File: config.mk
export PLATFORM = sky130hd
export DESIGN_NAME = airspeed_validity_monitor_core
export DESIGN_NICKNAME = d
export VERILOG_FILES = /design/src/hw/rtl/avm_pkg.sv /design/src/hw/rtl/airspeed_validity_monitor_core.sv
export SDC_FILE = /design/constraint.sdc
export NUM_CORES = 2
export LEC_CHECK = 0
export BUFFER_PORTS_ARGS = -buffer_cell sky130_fd_sc_hd__buf_2
export CAP_MARGIN = 15
export CORE_MARGIN = 5
export CORE_UTILIZATION = 59
export DETAILED_ROUTE_END_ITERATION = 16
export PLACE_DENSITY = 0.88
export SLEW_MARGIN = 20
export SYNTH_ARGS = -nofsm -noshare
export SYNTH_HDL_FRONTEND = slang
export SYNTH_SLANG_ARGS = --single-unit
File: constraint.sdc
create_clock -name clk_i -period 9.3 [get_ports clk_i]
set_clock_uncertainty 0.15 [all_clocks]
set_input_delay 0.465 -clock clk_i [delete_from_list [all_inputs] [get_ports clk_i]]
set_output_delay 0.465 -clock clk_i [all_outputs]
set_load 0.05 [all_outputs]
File: src/hw/rtl/avm_pkg.sv
// Package with the payload types, register indexes and constants of the airspeed validity monitor.
package avm_pkg;

  // Field widths
  localparam int unsigned TIME_W  = 48;
  localparam int unsigned SPEED_W = 16;
  localparam int unsigned RATIO_W = 10;
  localparam int unsigned DELAY_W = 27;

  // Datapath widths of the load filter
  localparam int unsigned C2_W   = 30;  // calibrated speed squared
  localparam int unsigned DEN_W  = 47;  // 98100 * C^2
  localparam int unsigned HIST_W = 27;  // 93195 * r or 500 * A
  localparam int unsigned NUM_W  = 58;  // full numerator and remainder
  localparam int unsigned QUO_W  = RATIO_W + 1;

  // Register indexes of the configuration port
  localparam logic [2:0] REG_STUCK_EN     = 3'd0;
  localparam logic [2:0] REG_LOAD_EN      = 3'd1;
  localparam logic [2:0] REG_STALL_SPEED  = 3'd2;
  localparam logic [2:0] REG_STUCK_TMO    = 3'd3;
  localparam logic [2:0] REG_FAIL_DELAY   = 3'd4;
  localparam logic [2:0] REG_CLEAR_DELAY  = 3'd5;

  // Reset values of the registers
  localparam logic [SPEED_W-1:0] STALL_SPEED_RST = 16'd2560;
  localparam logic [DELAY_W-1:0] STUCK_TMO_RST   = 27'd2000000;
  localparam logic [DELAY_W-1:0] FAIL_DELAY_RST  = 27'd2000000;
  localparam logic [DELAY_W-1:0] CLEAR_DELAY_RST = 27'd0;

  // Filter constants
  localparam logic [RATIO_W-1:0] RATIO_RESET = 10'd128;
  localparam logic [RATIO_W-1:0] RATIO_MIN   = 10'd64;
  localparam logic [RATIO_W-1:0] RATIO_MAX   = 10'd512;
  localparam logic [RATIO_W-1:0] RATIO_FAIL  = 10'd282;
  localparam logic [SPEED_W-1:0] CAS_FLOOR   = 16'd179;
  localparam logic [SPEED_W-1:0] STALL_FLOOR = 16'd256;
  localparam logic [31:0]        MUL_DEN     = 32'd98100;  // 100 * 981
  localparam logic [31:0]        MUL_HIST    = 32'd93195;  // 95 * 981
  localparam logic [31:0]        MUL_NEW     = 32'd500;

  // Last step indexes of the multiply and divide phases
  localparam logic [3:0] MUL_LAST = 4'd6;
  localparam logic [3:0] DIV_LAST = 4'd10;

  // Input beat
  typedef struct packed {
    logic                      mode;
    logic [TIME_W-1:0]         timestamp_us;
    logic signed [SPEED_W-1:0] indicated_speed;
    logic signed [SPEED_W-1:0] calibrated_speed;
    logic signed [SPEED_W-1:0] accel_vertical;
    logic                      fixed_wing_flight;
    logic                      innovation_failed;
    logic                      principle_failed;
  } avm_in_t;

  // Result beat
  typedef struct packed {
    logic               airspeed_valid;
    logic               stuck_failed;
    logic               load_failed;
    logic [RATIO_W-1:0] load_ratio;
  } avm_out_t;

  // Sequencer states
  typedef enum logic [5:0] {
    ST_IDLE = 6'b000001,
    ST_MUL  = 6'b000010,
    ST_ADD1 = 6'b000100,
    ST_ADD2 = 6'b001000,
    ST_DIV  = 6'b010000,
    ST_FIN  = 6'b100000
  } avm_state_e;

endpackage

File: src/hw/rtl/airspeed_validity_monitor_core.sv
// Top level of the airspeed validity monitor: sequencer, shared multiplier and divider, checks.
// For each input beat the sequencer runs seven steps of the shared 32x32 multiplier, two accumulate
// steps, eleven restoring division steps and a finishing step. A new input beat is taken only
// once the sequencer is idle again, and the finishing step waits while the output is stalled.
// An output register holds the result, so the next beat is taken while it waits.
// Reset (rst_ni low, asynchronous) returns the registers to their defaults and the monitor
// state to its initial values, with the load ratio at 0.5.
module airspeed_validity_monitor_core (
  input  logic                 clk_i,
  input  logic                 rst_ni,
  // Input channel
  input  logic                 in_valid_i,
  output logic                 in_stall_o,
  input  avm_pkg::avm_in_t     in_data_i,
  // Output channel
  output logic                 out_valid_o,
  input  logic                 out_stall_i,
  output avm_pkg::avm_out_t    out_data_o,
  // Configuration port
  input  logic                 psel,
  input  logic                 penable,
  input  logic                 pwrite,
  input  logic [4:0]           paddr,
  input  logic [31:0]          pwdata,
  output logic [31:0]          prdata,
  output logic                 pready
);
  import avm_pkg::*;

  // Configuration registers
  logic               stuck_en_q;
  logic               load_en_q;
  logic [SPEED_W-1:0] stall_speed_q;
  logic [DELAY_W-1:0] stuck_tmo_q;
  logic [DELAY_W-1:0] fail_delay_q;
  logic [DELAY_W-1:0] clear_delay_q;

  // Monitor state
  logic [SPEED_W-1:0] last_speed_q;
  logic [TIME_W-1:0]  change_time_q;
  logic [RATIO_W-1:0] ratio_q;
  logic [TIME_W-1:0]  pass_time_q;
  logic [TIME_W-1:0]  fail_time_q;
  logic               valid_q;
  logic               stuck_q;
  logic               load_q;

  // Sequencer and datapath
  avm_state_e         state_q, state_d;
  logic [3:0]         step_q;
  avm_in_t            in_q;
  logic [C2_W-1:0]    c2_q;
  logic [DEN_W-1:0]   den_q;
  logic [HIST_W-1:0]  k_q;
  logic [NUM_W-2:0]   p1_q;
  logic [31:0]        s2_q;
  logic [NUM_W-1:0]   num_q;
  logic [NUM_W-2:0]   dsh_q;
  logic [QUO_W-1:0]   quo_q;
  logic               stuck_el_q;
  logic               pass_tmo_q;
  logic               fail_tmo_q;

  // Result register
  logic               out_valid_q;
  avm_out_t           out_q;

  logic in_accept;
  logic cfg_write;
  assign in_accept = in_valid_i && !in_stall_o;
  assign cfg_write = psel && penable && pwrite;
  assign in_stall_o = (state_q != ST_IDLE);
  assign out_valid_o = out_valid_q;
  assign out_data_o = out_q;
  assign pready = 1'b1;

  // Register read mux
  always_comb begin
    prdata = '0;
    case (paddr[4:2])
      REG_STUCK_EN:    prdata = {31'd0, stuck_en_q};
      REG_LOAD_EN:     prdata = {31'd0, load_en_q};
      REG_STALL_SPEED: prdata = {16'd0, stall_speed_q};
      REG_STUCK_TMO:   prdata = {5'd0, stuck_tmo_q};
      REG_FAIL_DELAY:  prdata = {5'd0, fail_delay_q};
      REG_CLEAR_DELAY: prdata = {5'd0, clear_delay_q};
      default:         prdata = '0;
    endcase
  end

  // Register writes
  always_ff @(posedge clk_i or negedge rst_ni) begin
    if (!rst_ni) begin
      stuck_en_q    <= 1'b1;
      load_en_q     <= 1'b1;
      stall_speed_q <= STALL_SPEED_RST;
      stuck_tmo_q   <= STUCK_TMO_RST;
      fail_delay_q  <= FAIL_DELAY_RST;
      clear_delay_q <= CLEAR_DELAY_RST;
    end else if (cfg_write) begin
      case (paddr[4:2])
        REG_STUCK_EN:    stuck_en_q    <= pwdata[0];
        REG_LOAD_EN:     load_en_q     <= pwdata[0];
        REG_STALL_SPEED: stall_speed_q <= pwdata[SPEED_W-1:0];
        REG_STUCK_TMO:   stuck_tmo_q   <= pwdata[DELAY_W-1:0];
        REG_FAIL_DELAY:  fail_delay_q  <= pwdata[DELAY_W-1:0];
        REG_CLEAR_DELAY: clear_delay_q <= pwdata[DELAY_W-1:0];
        default: ;
      endcase
    end
  end

  // Floored and rectified filter operands
  logic [SPEED_W-1:0] cas_u, az_u, acc_abs, stall_fl;
  logic [14:0]        cas_fl;
  assign cas_u    = in_q.calibrated_speed;
  assign az_u     = in_q.accel_vertical;
  assign acc_abs  = az_u[15] ? (~az_u + 16'd1) : az_u;
  assign stall_fl = (stall_speed_q < STALL_FLOOR) ? STALL_FLOOR : stall_speed_q;
  assign cas_fl   = (cas_u[15] || cas_u < CAS_FLOOR) ? CAS_FLOOR[14:0] : cas_u[14:0];

  // Shared multiplier with operands chosen by the step counter
  logic [31:0] mul_a, mul_b;
  logic [63:0] prod;
  always_comb begin
    mul_a = '0;
    mul_b = '0;
    case (step_q)
      4'd0:    begin mul_a = {17'd0, cas_fl};   mul_b = {17'd0, cas_fl};        end
      4'd1:    begin mul_a = MUL_DEN;           mul_b = {2'd0, c2_q};           end
      4'd2:    begin mul_a = MUL_HIST;          mul_b = {22'd0, ratio_q};       end
      4'd3:    begin mul_a = {5'd0, k_q};       mul_b = {2'd0, c2_q};           end
      4'd4:    begin mul_a = {16'd0, stall_fl}; mul_b = {16'd0, stall_fl};      end
      4'd5:    begin mul_a = MUL_NEW;           mul_b = {16'd0, acc_abs};       end
      4'd6:    begin mul_a = {5'd0, k_q};       mul_b = s2_q;                   end
      default: begin mul_a = '0;                mul_b = '0;                     end
    endcase
  end
  assign prod = mul_a * mul_b;

  // Shared elapsed-time compare, used in the first three multiplier steps
  logic [TIME_W-1:0]  el_then, el_diff;
  logic [DELAY_W-1:0] el_lim;
  logic               el_over;
  always_comb begin
    el_then = change_time_q;
    el_lim  = stuck_tmo_q;
    case (step_q)
      4'd1:    begin el_then = pass_time_q; el_lim = fail_delay_q;  end
      4'd2:    begin el_then = fail_time_q; el_lim = clear_delay_q; end
      default: begin el_then = change_time_q; el_lim = stuck_tmo_q; end
    endcase
  end
  assign el_diff = in_q.timestamp_us - el_then;
  assign el_over = el_diff > {{(TIME_W-DELAY_W){1'b0}}, el_lim};

  // Division step compare
  logic div_ge;
  assign div_ge = num_q >= {1'b0, dsh_q};

  // Clamped filter result
  logic [RATIO_W-1:0] ratio_new;
  always_comb begin
    if (quo_q[QUO_W-1]) begin
      ratio_new = RATIO_MAX;
    end else if (quo_q[RATIO_W-1:0] < RATIO_MIN) begin
      ratio_new = RATIO_MIN;
    end else if (quo_q[RATIO_W-1:0] > RATIO_MAX) begin
      ratio_new = RATIO_MAX;
    end else begin
      ratio_new = quo_q[RATIO_W-1:0];
    end
  end

  // Check and validity decisions for the finishing step
  logic               fin_go;
  logic               speed_upd;
  logic               stuck_n, load_n, fail_now, valid_n;
  logic [RATIO_W-1:0] ratio_n;
  assign fin_go    = (state_q == ST_FIN) && (!out_valid_q || !out_stall_i);
  assign speed_upd = (in_q.indicated_speed != last_speed_q) || (change_time_q == '0);
  always_comb begin
    stuck_n = stuck_en_q && in_q.fixed_wing_flight && !speed_upd && stuck_el_q;
    ratio_n = RATIO_RESET;
    load_n  = load_q;
    if (!load_en_q) begin
      load_n = 1'b0;
    end else if (in_q.fixed_wing_flight) begin
      ratio_n = ratio_new;
      load_n  = ratio_new >= RATIO_FAIL;
    end
    fail_now = stuck_n || in_q.innovation_failed || load_n || in_q.principle_failed;
    valid_n  = valid_q;
    if (valid_q) begin
      if ((in_q.innovation_failed && load_n) || (fail_now && pass_tmo_q) || stuck_n) begin
        valid_n = 1'b0;
      end
    end else if (clear_delay_q != '0 && !fail_now && fail_tmo_q) begin
      valid_n = 1'b1;
    end
  end

  // Sequencer next state
  always_comb begin
    state_d = state_q;
    case (state_q)
      ST_IDLE: if (in_accept) state_d = ST_MUL;
      ST_MUL:  if (step_q == MUL_LAST) state_d = ST_ADD1;
      ST_ADD1: state_d = ST_ADD2;
      ST_ADD2: state_d = ST_DIV;
      ST_DIV:  if (step_q == DIV_LAST) state_d = ST_FIN;
      ST_FIN:  if (fin_go) state_d = ST_IDLE;
      default: state_d = ST_IDLE;
    endcase
  end

  // Sequencer registers
  always_ff @(posedge clk_i or negedge rst_ni) begin
    if (!rst_ni) begin
      state_q <= ST_IDLE;
      step_q  <= '0;
    end else begin
      state_q <= state_d;
      if (state_q != state_d) begin
        step_q <= '0;
      end else begin
        step_q <= step_q + 4'd1;
      end
    end
  end

  // Datapath registers: capture, multiply, accumulate and divide
  always_ff @(posedge clk_i) begin
    if (in_accept) begin
      in_q <= in_data_i;
    end
    if (state_q == ST_MUL) begin
      case (step_q)
        4'd0:    begin c2_q <= prod[C2_W-1:0];    stuck_el_q <= el_over; end
        4'd1:    begin den_q <= prod[DEN_W-1:0];  pass_tmo_q <= el_over; end
        4'd2:    begin k_q <= prod[HIST_W-1:0];   fail_tmo_q <= el_over; end
        4'd3:    p1_q  <= prod[NUM_W-2:0];
        4'd4:    s2_q  <= prod[31:0];
        4'd5:    k_q   <= prod[HIST_W-1:0];
        4'd6:    num_q <= {1'b0, prod[NUM_W-2:0]};
        default: ;
      endcase
    end
    if (state_q == ST_ADD1) begin
      num_q <= num_q + {1'b0, p1_q};
    end
    if (state_q == ST_ADD2) begin
      num_q <= num_q + {{(NUM_W-DEN_W+1){1'b0}}, den_q[DEN_W-1:1]};
      dsh_q <= {den_q, {(QUO_W-1){1'b0}}};
      quo_q <= '0;
    end
    if (state_q == ST_DIV) begin
      if (div_ge) begin
        num_q <= num_q - {1'b0, dsh_q};
      end
      quo_q <= {quo_q[QUO_W-2:0], div_ge};
      dsh_q <= {1'b0, dsh_q[NUM_W-2:1]};
    end
  end

  // Monitor state and result register
  always_ff @(posedge clk_i or negedge rst_ni) begin
    if (!rst_ni) begin
      last_speed_q  <= '0;
      change_time_q <= '0;
      ratio_q       <= RATIO_RESET;
      pass_time_q   <= '0;
      fail_time_q   <= '0;
      valid_q       <= 1'b0;
      stuck_q       <= 1'b0;
      load_q        <= 1'b0;
      out_valid_q   <= 1'b0;
      out_q         <= '0;
    end else begin
      if (fin_go) begin
        out_valid_q <= 1'b1;
      end else if (out_valid_q && !out_stall_i) begin
        out_valid_q <= 1'b0;
      end
      if (fin_go) begin
        if (in_q.mode) begin
          // Forced invalid: checks do not run, flags and ratio are held.
          valid_q     <= 1'b0;
          fail_time_q <= in_q.timestamp_us;
          out_q       <= '{airspeed_valid: 1'b0, stuck_failed: stuck_q,
                           load_failed: load_q, load_ratio: ratio_q};
        end else begin
          if (stuck_en_q && speed_upd) begin
            change_time_q <= in_q.timestamp_us;
            last_speed_q  <= in_q.indicated_speed;
          end
          if (fail_now) begin
            fail_time_q <= in_q.timestamp_us;
          end else begin
            pass_time_q <= in_q.timestamp_us;
          end
          stuck_q <= stuck_n;
          load_q  <= load_n;
          ratio_q <= ratio_n;
          valid_q <= valid_n;
          out_q   <= '{airspeed_valid: valid_n, stuck_failed: stuck_n,
                       load_failed: load_n, load_ratio: ratio_n};
        end
      end
    end
  end

endmodule
# Yosys cells after proc, flatten, opt, wreduce, memory -nomap -nowiden
# Index checks and enable logic that the tools add are counted.
# op_classes
n_addsub,6
n_eq_ne,21
n_reduce_logical,52
bitwise_logic,3
mul,1
n_lt_le_gt_ge,7
muxes,40
# ops
op,n
58-bit 2-to-1 mux,6
27-bit one-hot mux with 6 select lines,2
32-bit one-hot mux with 6 select lines,1
56-bit 2-to-1 mux,2
48-bit 2-to-1 mux,2
48-bit one-hot mux with 2 select lines,1
58-bit by 46-bit adder with 58-bit output,1
58-bit by 57-bit adder with 58-bit output,1
58-bit by 57-bit greater-or-equal comparator with 1-bit output,1
58-bit by 57-bit subtractor with 58-bit output,1
32-bit by 32-bit multiplier with 57-bit output,1
27-bit one-hot mux with 2 select lines,1
10-bit 2-to-1 mux,5
48-bit by 27-bit greater-than comparator with 1-bit output,1
48-bit logical NOT,1
48-bit subtractor,1
6-bit one-hot mux with 6 select lines,1
16-bit 2-to-1 mux,2
2-bit AND reduction,14
27-bit nonzero test,1
6-bit 2-to-1 mux,4
11-bit 2-to-1 mux,2
"16-bit by 1-bit adder with 16-bit output, second input constant",1
"16-bit by 8-bit less-than comparator with 1-bit output, second input constant",1
35 further kinds,76
# totals
ff_bits,718

# Logic depth before layout (Yosys ltp)
# depth
ltp_word,15
depth_mapped,37
mapped_depth_nobuf,34

# Worst setup path after synthesis
# No wires, ideal clock.
# synth_path
kind,reg2reg
start,register step_q[3]
end,register num_q[55]
required_ns,9.058
t_arrival_ns,8.842
period_less_slack_ns,9.084
path_stages_with_launch,36
path_buffers,7
path_slack_ns,0.216
cell_sequence,dfrtp_1 -> and2b_1 -> clkbuf_1 -> and2_1 -> clkbuf_1 -> clkbuf_1 -> buf_1 -> a22o_1 -> clkbuf_1 -> clkbuf_1 -> nand2_1 -> fa_1 -> inv_1 -> fa_1 -> inv_1 -> fa_1 -> fa_1 -> inv_1 -> fa_1 -> fa_1 -> inv_1 -> fa_1 -> inv_1 -> ha_1 -> buf_2 -> a21oi_1 -> o21ai_1 -> a211o_1 -> a221o_1 -> a211o_1 -> o2111ai_2 -> a32oi_1 -> a221oi_2 -> xnor2_1 -> a21oi_1 -> o32ai_1
# synth_via
elab_chain_cells,10
word_cells_on_any_way,18
# synth_lines
element,line_no,rtl
from (decl),airspeed_validity_monitor_core.sv:50,logic [3:0] step_q;
from (signal assigned),airspeed_validity_monitor_core.sv:227,step_q <= step_q + 4'd1;
"4-bit by 3-bit equality test with 1-bit output, or another cell as far along",airspeed_validity_monitor_core.sv:128,case (step_q)
2-bit OR reduction (no source line),n/a,
27-bit one-hot mux with 6 select lines / 32-bit one-hot mux with 6 select lines (equally long branches),airspeed_validity_monitor_core.sv:128,
32-bit by 32-bit multiplier with 57-bit output (*),airspeed_validity_monitor_core.sv:139,assign prod = mul_a * mul_b;
named net prod[55],airspeed_validity_monitor_core.sv:124,logic [63:0] prod;
58-bit 2-to-1 mux (*),airspeed_validity_monitor_core.sv:238,case (step_q)
58-bit 2-to-1 mux (*),airspeed_validity_monitor_core.sv:237,if (state_q == ST_MUL) begin
58-bit 2-to-1 mux (*),airspeed_validity_monitor_core.sv:249,if (state_q == ST_ADD1) begin
58-bit 2-to-1 mux (*),airspeed_validity_monitor_core.sv:252,if (state_q == ST_ADD2) begin
58-bit 2-to-1 mux,airspeed_validity_monitor_core.sv:258,if (div_ge) begin
58-bit 2-to-1 mux (*),airspeed_validity_monitor_core.sv:257,if (state_q == ST_DIV) begin
to (signal assigned),airspeed_validity_monitor_core.sv:250,"num_q <= num_q + {1'b0, p1_q};"
to (signal assigned),airspeed_validity_monitor_core.sv:253,"num_q <= num_q + {{(NUM_W-DEN_W+1){1'b0}}, den_q[DEN_W-1:1]};"
to (signal assigned),airspeed_validity_monitor_core.sv:259,"num_q <= num_q - {1'b0, dsh_q};"
to (decl),airspeed_validity_monitor_core.sv:57,logic [NUM_W-1:0] num_q;
# The timed path passes the listed nets; every way through them passes the cells marked *.
# A chain may end at the register's enable or synchronous reset.

# Final worst setup path
# layout_path
start,"register in_q, in the netlist az_u[6]"
end,register num_q[48]
# layout_via
elab_chain_cells,11
# layout_lines
element,line_no,rtl
from (decl),airspeed_validity_monitor_core.sv:51,avm_in_t in_q;
from (signal assigned),airspeed_validity_monitor_core.sv:235,in_q <= in_data_i;
16-bit NOT,airspeed_validity_monitor_core.sv:118,assign acc_abs = az_u[15] ? (~az_u + 16'd1) : az_u;
16-bit by 1-bit adder with 16-bit output,airspeed_validity_monitor_core.sv:118,
16-bit 2-to-1 mux (*),airspeed_validity_monitor_core.sv:118,
32-bit one-hot mux with 6 select lines (*),airspeed_validity_monitor_core.sv:128,
32-bit by 32-bit multiplier with 57-bit output (*),airspeed_validity_monitor_core.sv:139,
named net prod[48],airspeed_validity_monitor_core.sv:124,
58-bit 2-to-1 mux (*),airspeed_validity_monitor_core.sv:238,
58-bit 2-to-1 mux (*),airspeed_validity_monitor_core.sv:237,
58-bit 2-to-1 mux (*),airspeed_validity_monitor_core.sv:249,
58-bit 2-to-1 mux (*),airspeed_validity_monitor_core.sv:252,
58-bit 2-to-1 mux,airspeed_validity_monitor_core.sv:258,
58-bit 2-to-1 mux (*),airspeed_validity_monitor_core.sv:257,
# Marks and branches as above.

==> flow_results.org <==
** Run status
- Outcome :: complete, but fails checks
- The checks that failed: negative setup slack.

** Timing
- Worst slew pin tran :: 1190 ps
- Derived from the worst setup path, the maximum achievable clock frequency is 105 MHz.
- Setup violations remaining at the end of the flow were counted as 13.
- Setup repair after global routing could not meet its margin everywhere.
- Counting I/O delays and the setup requirement, the final critical path takes 9560 ps.
- Final-report max-slew violation count :: 0
- Ratio of final minimum period to clock period :: 103%
- Final Hold Fails :: 0
- Setup slack on the critical path of the routed design comes to -262 ps.
- In this run the tightest slew margin relative to its limit is 20.0%.

** Worst setup path
- Largest incremental delay on the critical path :: 590 ps
- The endpoint identified for the worst register-to-register timing path is num_q[48].
- The worst setup path is launched from a flop.
- Highest-delay cell along the critical path :: sky130_fd_sc_hd__or4_4
- The worst setup path is captured at a flop.
- Following the worst setup path forward leads to its endpoint at num_q[48].
- Data on the critical path arrives at its endpoint at 10060 ps.
- Data on the critical path is required at its endpoint by 9800 ps.
- In this run the critical register-to-register path is launched from az_u[6].
- Critical path launch point :: az_u[6]
- Worst Path Max Fanout :: 10
- The worst register-to-register path has a setup slack of -260 ps.
- Reg2Reg Depth :: 35
- By instance count, the cell type seen most on the critical path is sky130_fd_sc_hd__fa_1.
- Worst setup path category :: reg2reg

** Global route
- Number of global-route vias before repair :: 60400
- Remaining global-route overflow :: 0
- The initial antenna violation count is 14.
- The first global-routing pass estimated 358 mm of wire.
- Entering global routing, the biggest net connects 154 pins.
- Global routing used 37.1% of the available tracks.

** Die
- The die is 353 um tall.
- For this configuration, the core starts out at a cell density of 59.5%.
- After floorplanning, the core was divided into 125 placement rows.
- Die width :: 353 um
- In this run the standard cell core region covers 0.117 mm2.
- Pin placement for this block handled 192 I/O pins.
- The die covers 0.124 mm2.

** Detailed routing
- After detailed routing, the average wire length per cell comes to 25.3 um.
- After detailed routing, the number of remaining DRC violations is 0.
- Count of TritonRoute iterations in the first routing pass :: 9
- Via Count :: 60100
- After detailed routing, the number of vias per cell comes to 6.41.
- Number of DRC violations after detailed-routing iteration 0 :: 7123
- Number of nets still failing antenna checks after routing :: 0
- Post-Route WL :: 237 mm

** Place
- During placement, the flow inserted port buffers numbering 178.
- The placed instances occupy a cell area of 0.0742 mm2.
- DP Wirelength :: 176 mm
- The congestion estimate from routability-driven global placement came to 1.04.

** Clock tree
- Clock tree synthesis inserted a total of 83 buffers.
- H-tree depth reported by CTS :: 3
- The clock net in this run drives a total of 717 sinks.
- Clk Latency, worst-skew pair :: 730 ps
- The cell sitting at the root of the clock tree is a sky130_fd_sc_hd__clkbuf_16.
- Counting along the longest clock path gives a buffer depth of 3.
- Clock-pin slew was measured on the worst setup and hold paths at 70 ps.
- TritonCTS clock tree :: done

** Yosys
- Avg Cell Area, Syn :: 9.52 um2
- Summing every instance area after synthesis gives 0.0693 mm2.
- Sequential cell area fraction in the yosys report :: 28.1%
- Synth warn :: 0
- Number of enable-type register cells in the synthesized netlist :: 363
- Proportion of register bits with asynchronous set or reset after synthesis :: 41.1%
- The synthesized design contains 717 register bits.
- Yosys cell types :: 104
- Dominant register cell in the synthesized netlist :: sky130_fd_sc_hd__edfxtp_1
- Number of cells produced by synthesis :: 7281

** Final layout
- The area growth from synthesis to layout is 14.9%.
- With fillers left out, the area of the finished cells amounts to 0.0797 mm2.
- Fill cells in the final layout number 8313.
- Final Net Count :: 9081
- Proportion of layout cells with a drive suffix above 1 :: 15.8%

** Flow run
- Max cap viols :: 0

** Worst hold path
- In this run the worst hold path is classified as in2reg.
-- critical path: cells and delay by family (launching register included) --
kind / cells / cell delay, ps
buffers and inverters: 8 / 1030
DFF: 1 / 470
AOI/OAI and AO/OA: 6 / 1130
xor gates and xnor gates: 2 / 430
and+or+nand+nor: 11 / 2530
adders and majority gates: 8 / 3720
-- synth_stat cells, types with 46 or more instances --
cell type / number / area share (%)
sky130_fd_sc_hd__nand2_1: 1020 / 5.5
sky130_fd_sc_hd__inv_1: 989 / 5.4
sky130_fd_sc_hd__fa_1: 752 / 22
sky130_fd_sc_hd__nor2_1: 431 / 2.3
sky130_fd_sc_hd__ha_1: 424 / 7.7
sky130_fd_sc_hd__a21oi_1: 414 / 3.0
sky130_fd_sc_hd__edfxtp_1: 363 / 16
sky130_fd_sc_hd__clkbuf_1: 278 / 1.5
sky130_fd_sc_hd__dfrtp_1: 275 / 9.9
sky130_fd_sc_hd__o21ai_0: 272 / 2.0
sky130_fd_sc_hd__mux2_2: 256 / 4.2
sky130_fd_sc_hd__xnor2_1: 139 / 1.8
sky130_fd_sc_hd__a21o_1: 127 / 1.4
sky130_fd_sc_hd__xor2_1: 125 / 1.6
sky130_fd_sc_hd__a22o_1: 104 / 1.3
sky130_fd_sc_hd__and2_1: 94 / 0.85
sky130_fd_sc_hd__nand3_1: 83 / 0.60
sky130_fd_sc_hd__nand4_1: 63 / 0.57
sky130_fd_sc_hd__a211oi_1: 60 / 0.65
sky130_fd_sc_hd__mux2i_1: 60 / 0.87
sky130_fd_sc_hd__dfxtp_1: 59 / 1.7
sky130_fd_sc_hd__nor3_1: 53 / 0.38
sky130_fd_sc_hd__o211ai_1: 53 / 0.57
sky130_fd_sc_hd__nand2b_1: 46 / 0.42
sky130_fd_sc_hd__nor4_1: 46 / 0.42
-- kinds of logic after synthesis --
logic type / after synthesis / share of synthesized area, %
AOI/OAI and AO/OA: 1455 / 13.9
xor gates and xnor gates: 265 / 3.36
adders and majority gates: 1176 / 29.4
buffers and inverters: 1349 / 7.43
DFF: 717 / 28.1
muxes: 316 / 5.03
other: 2 / 0.0108
and+or+nand+nor: 2001 / 12.7
-- worst min-delay path by stage --
stage,start,endpoint,cells past startpoint
finish,paddr[3],stuck_en_q,3
global route,paddr[3],stuck_en_q,3
CTS,paddr[3],stuck_en_q,3
detailed placement,dsh_q[56],dsh_q[56],2
global placement,dsh_q[56],dsh_q[56],2
floorplan,rst_ni,change_time_q[0],0
-- layout make-up --
cell class / count / area [um2] / area share, %
tap: 1524 / 1910 / 2.39
inverter: 992 / 3720 / 4.67
antenna: 10 / 25.0 / 0.0314
clock buffer: 105 / 2230 / 2.80
timing repair buffer: 748 / 6000 / 7.53
sequential: 717 / 19500 / 24.5
clock inverter: 50 / 654 / 0.821
multi-input combinational: 5219 / 45600 / 57.3
-- per-layer routing --
metal	global-route usage, %	part of all wire, %
met1	48.5	36
met2	55.3	43
met3	11.8	13
met4	19.8	7.2
met5	0.154	0.030
-- flip-flops by register name (all words and copies together), names as in the netlist, 27 cells and up --
name           count
in_q              68
num_q             58
dsh_q             57
p1_q              57
change_time_q     48
fail_time_q       48
pass_time_q       48
den_q             47
s2_q              32
c2_q              30
clear_delay_q     27
fail_delay_q      27
k_q               27
stuck_tmo_q       27
-- through the flow --
step	util, %	hold WS [ps]	TNS [ps]	setup slack (ps)	instances
after floorplan	-	19.4	0	216	7285
after global placement	63.6	293	-1900	-313	9022
after detailed placement	63.7	306	-2820	-396	9022
after CTS	67.5	66.6	-64.4	-40.7	9321
after global routing	68.4	104	-7600	-438	9358
final	68.4	105	-1370	-262	9365
-- cells in the final DEF, fill, tap and decap left out, types with 30 or more instances in the layout --
cell / n
sky130_fd_sc_hd__and3_1: 41
sky130_fd_sc_hd__xnor2_1: 134
sky130_fd_sc_hd__o21ai_0: 259
sky130_fd_sc_hd__a21oi_1: 407
sky130_fd_sc_hd__nand2b_1: 45
sky130_fd_sc_hd__nor3_1: 48
sky130_fd_sc_hd__edfxtp_1: 363
sky130_fd_sc_hd__o21a_1: 37
sky130_fd_sc_hd__nand2_1: 1013
sky130_fd_sc_hd__nor2_1: 418
sky130_fd_sc_hd__mux2_2: 256
sky130_fd_sc_hd__a31oi_1: 43
sky130_fd_sc_hd__dlygate4sd3_1: 130
sky130_fd_sc_hd__nand3_1: 81
sky130_fd_sc_hd__xor2_1: 119
sky130_fd_sc_hd__nor4_1: 42
sky130_fd_sc_hd__nand4_1: 63
sky130_fd_sc_hd__inv_1: 982
sky130_fd_sc_hd__buf_4: 398
sky130_fd_sc_hd__ha_1: 410
sky130_fd_sc_hd__mux2i_1: 60
sky130_fd_sc_hd__a22oi_1: 32
sky130_fd_sc_hd__dfrtp_1: 275
sky130_fd_sc_hd__a22o_1: 96
sky130_fd_sc_hd__buf_2: 178
sky130_fd_sc_hd__nor2b_1: 30
sky130_fd_sc_hd__a211oi_1: 50
sky130_fd_sc_hd__buf_12: 32
sky130_fd_sc_hd__clkbuf_16: 83
sky130_fd_sc_hd__fa_1: 741
sky130_fd_sc_hd__o21bai_1: 40
sky130_fd_sc_hd__o211ai_1: 53
sky130_fd_sc_hd__a21o_1: 127
sky130_fd_sc_hd__dfxtp_1: 59
sky130_fd_sc_hd__and2_1: 90
-- timing repair --
action,CTS,global route
hold endpoints to repair,343,0
gates resized for setup,33,142
buffers inserted,12,32
setup endpoints to repair,36,55
cloned,2,1
hold buffers,130,0
pin swaps,19,95
Power is not shown: default switching activity piles up to over one toggle a cycle in this logic, so the estimate is an artifact.
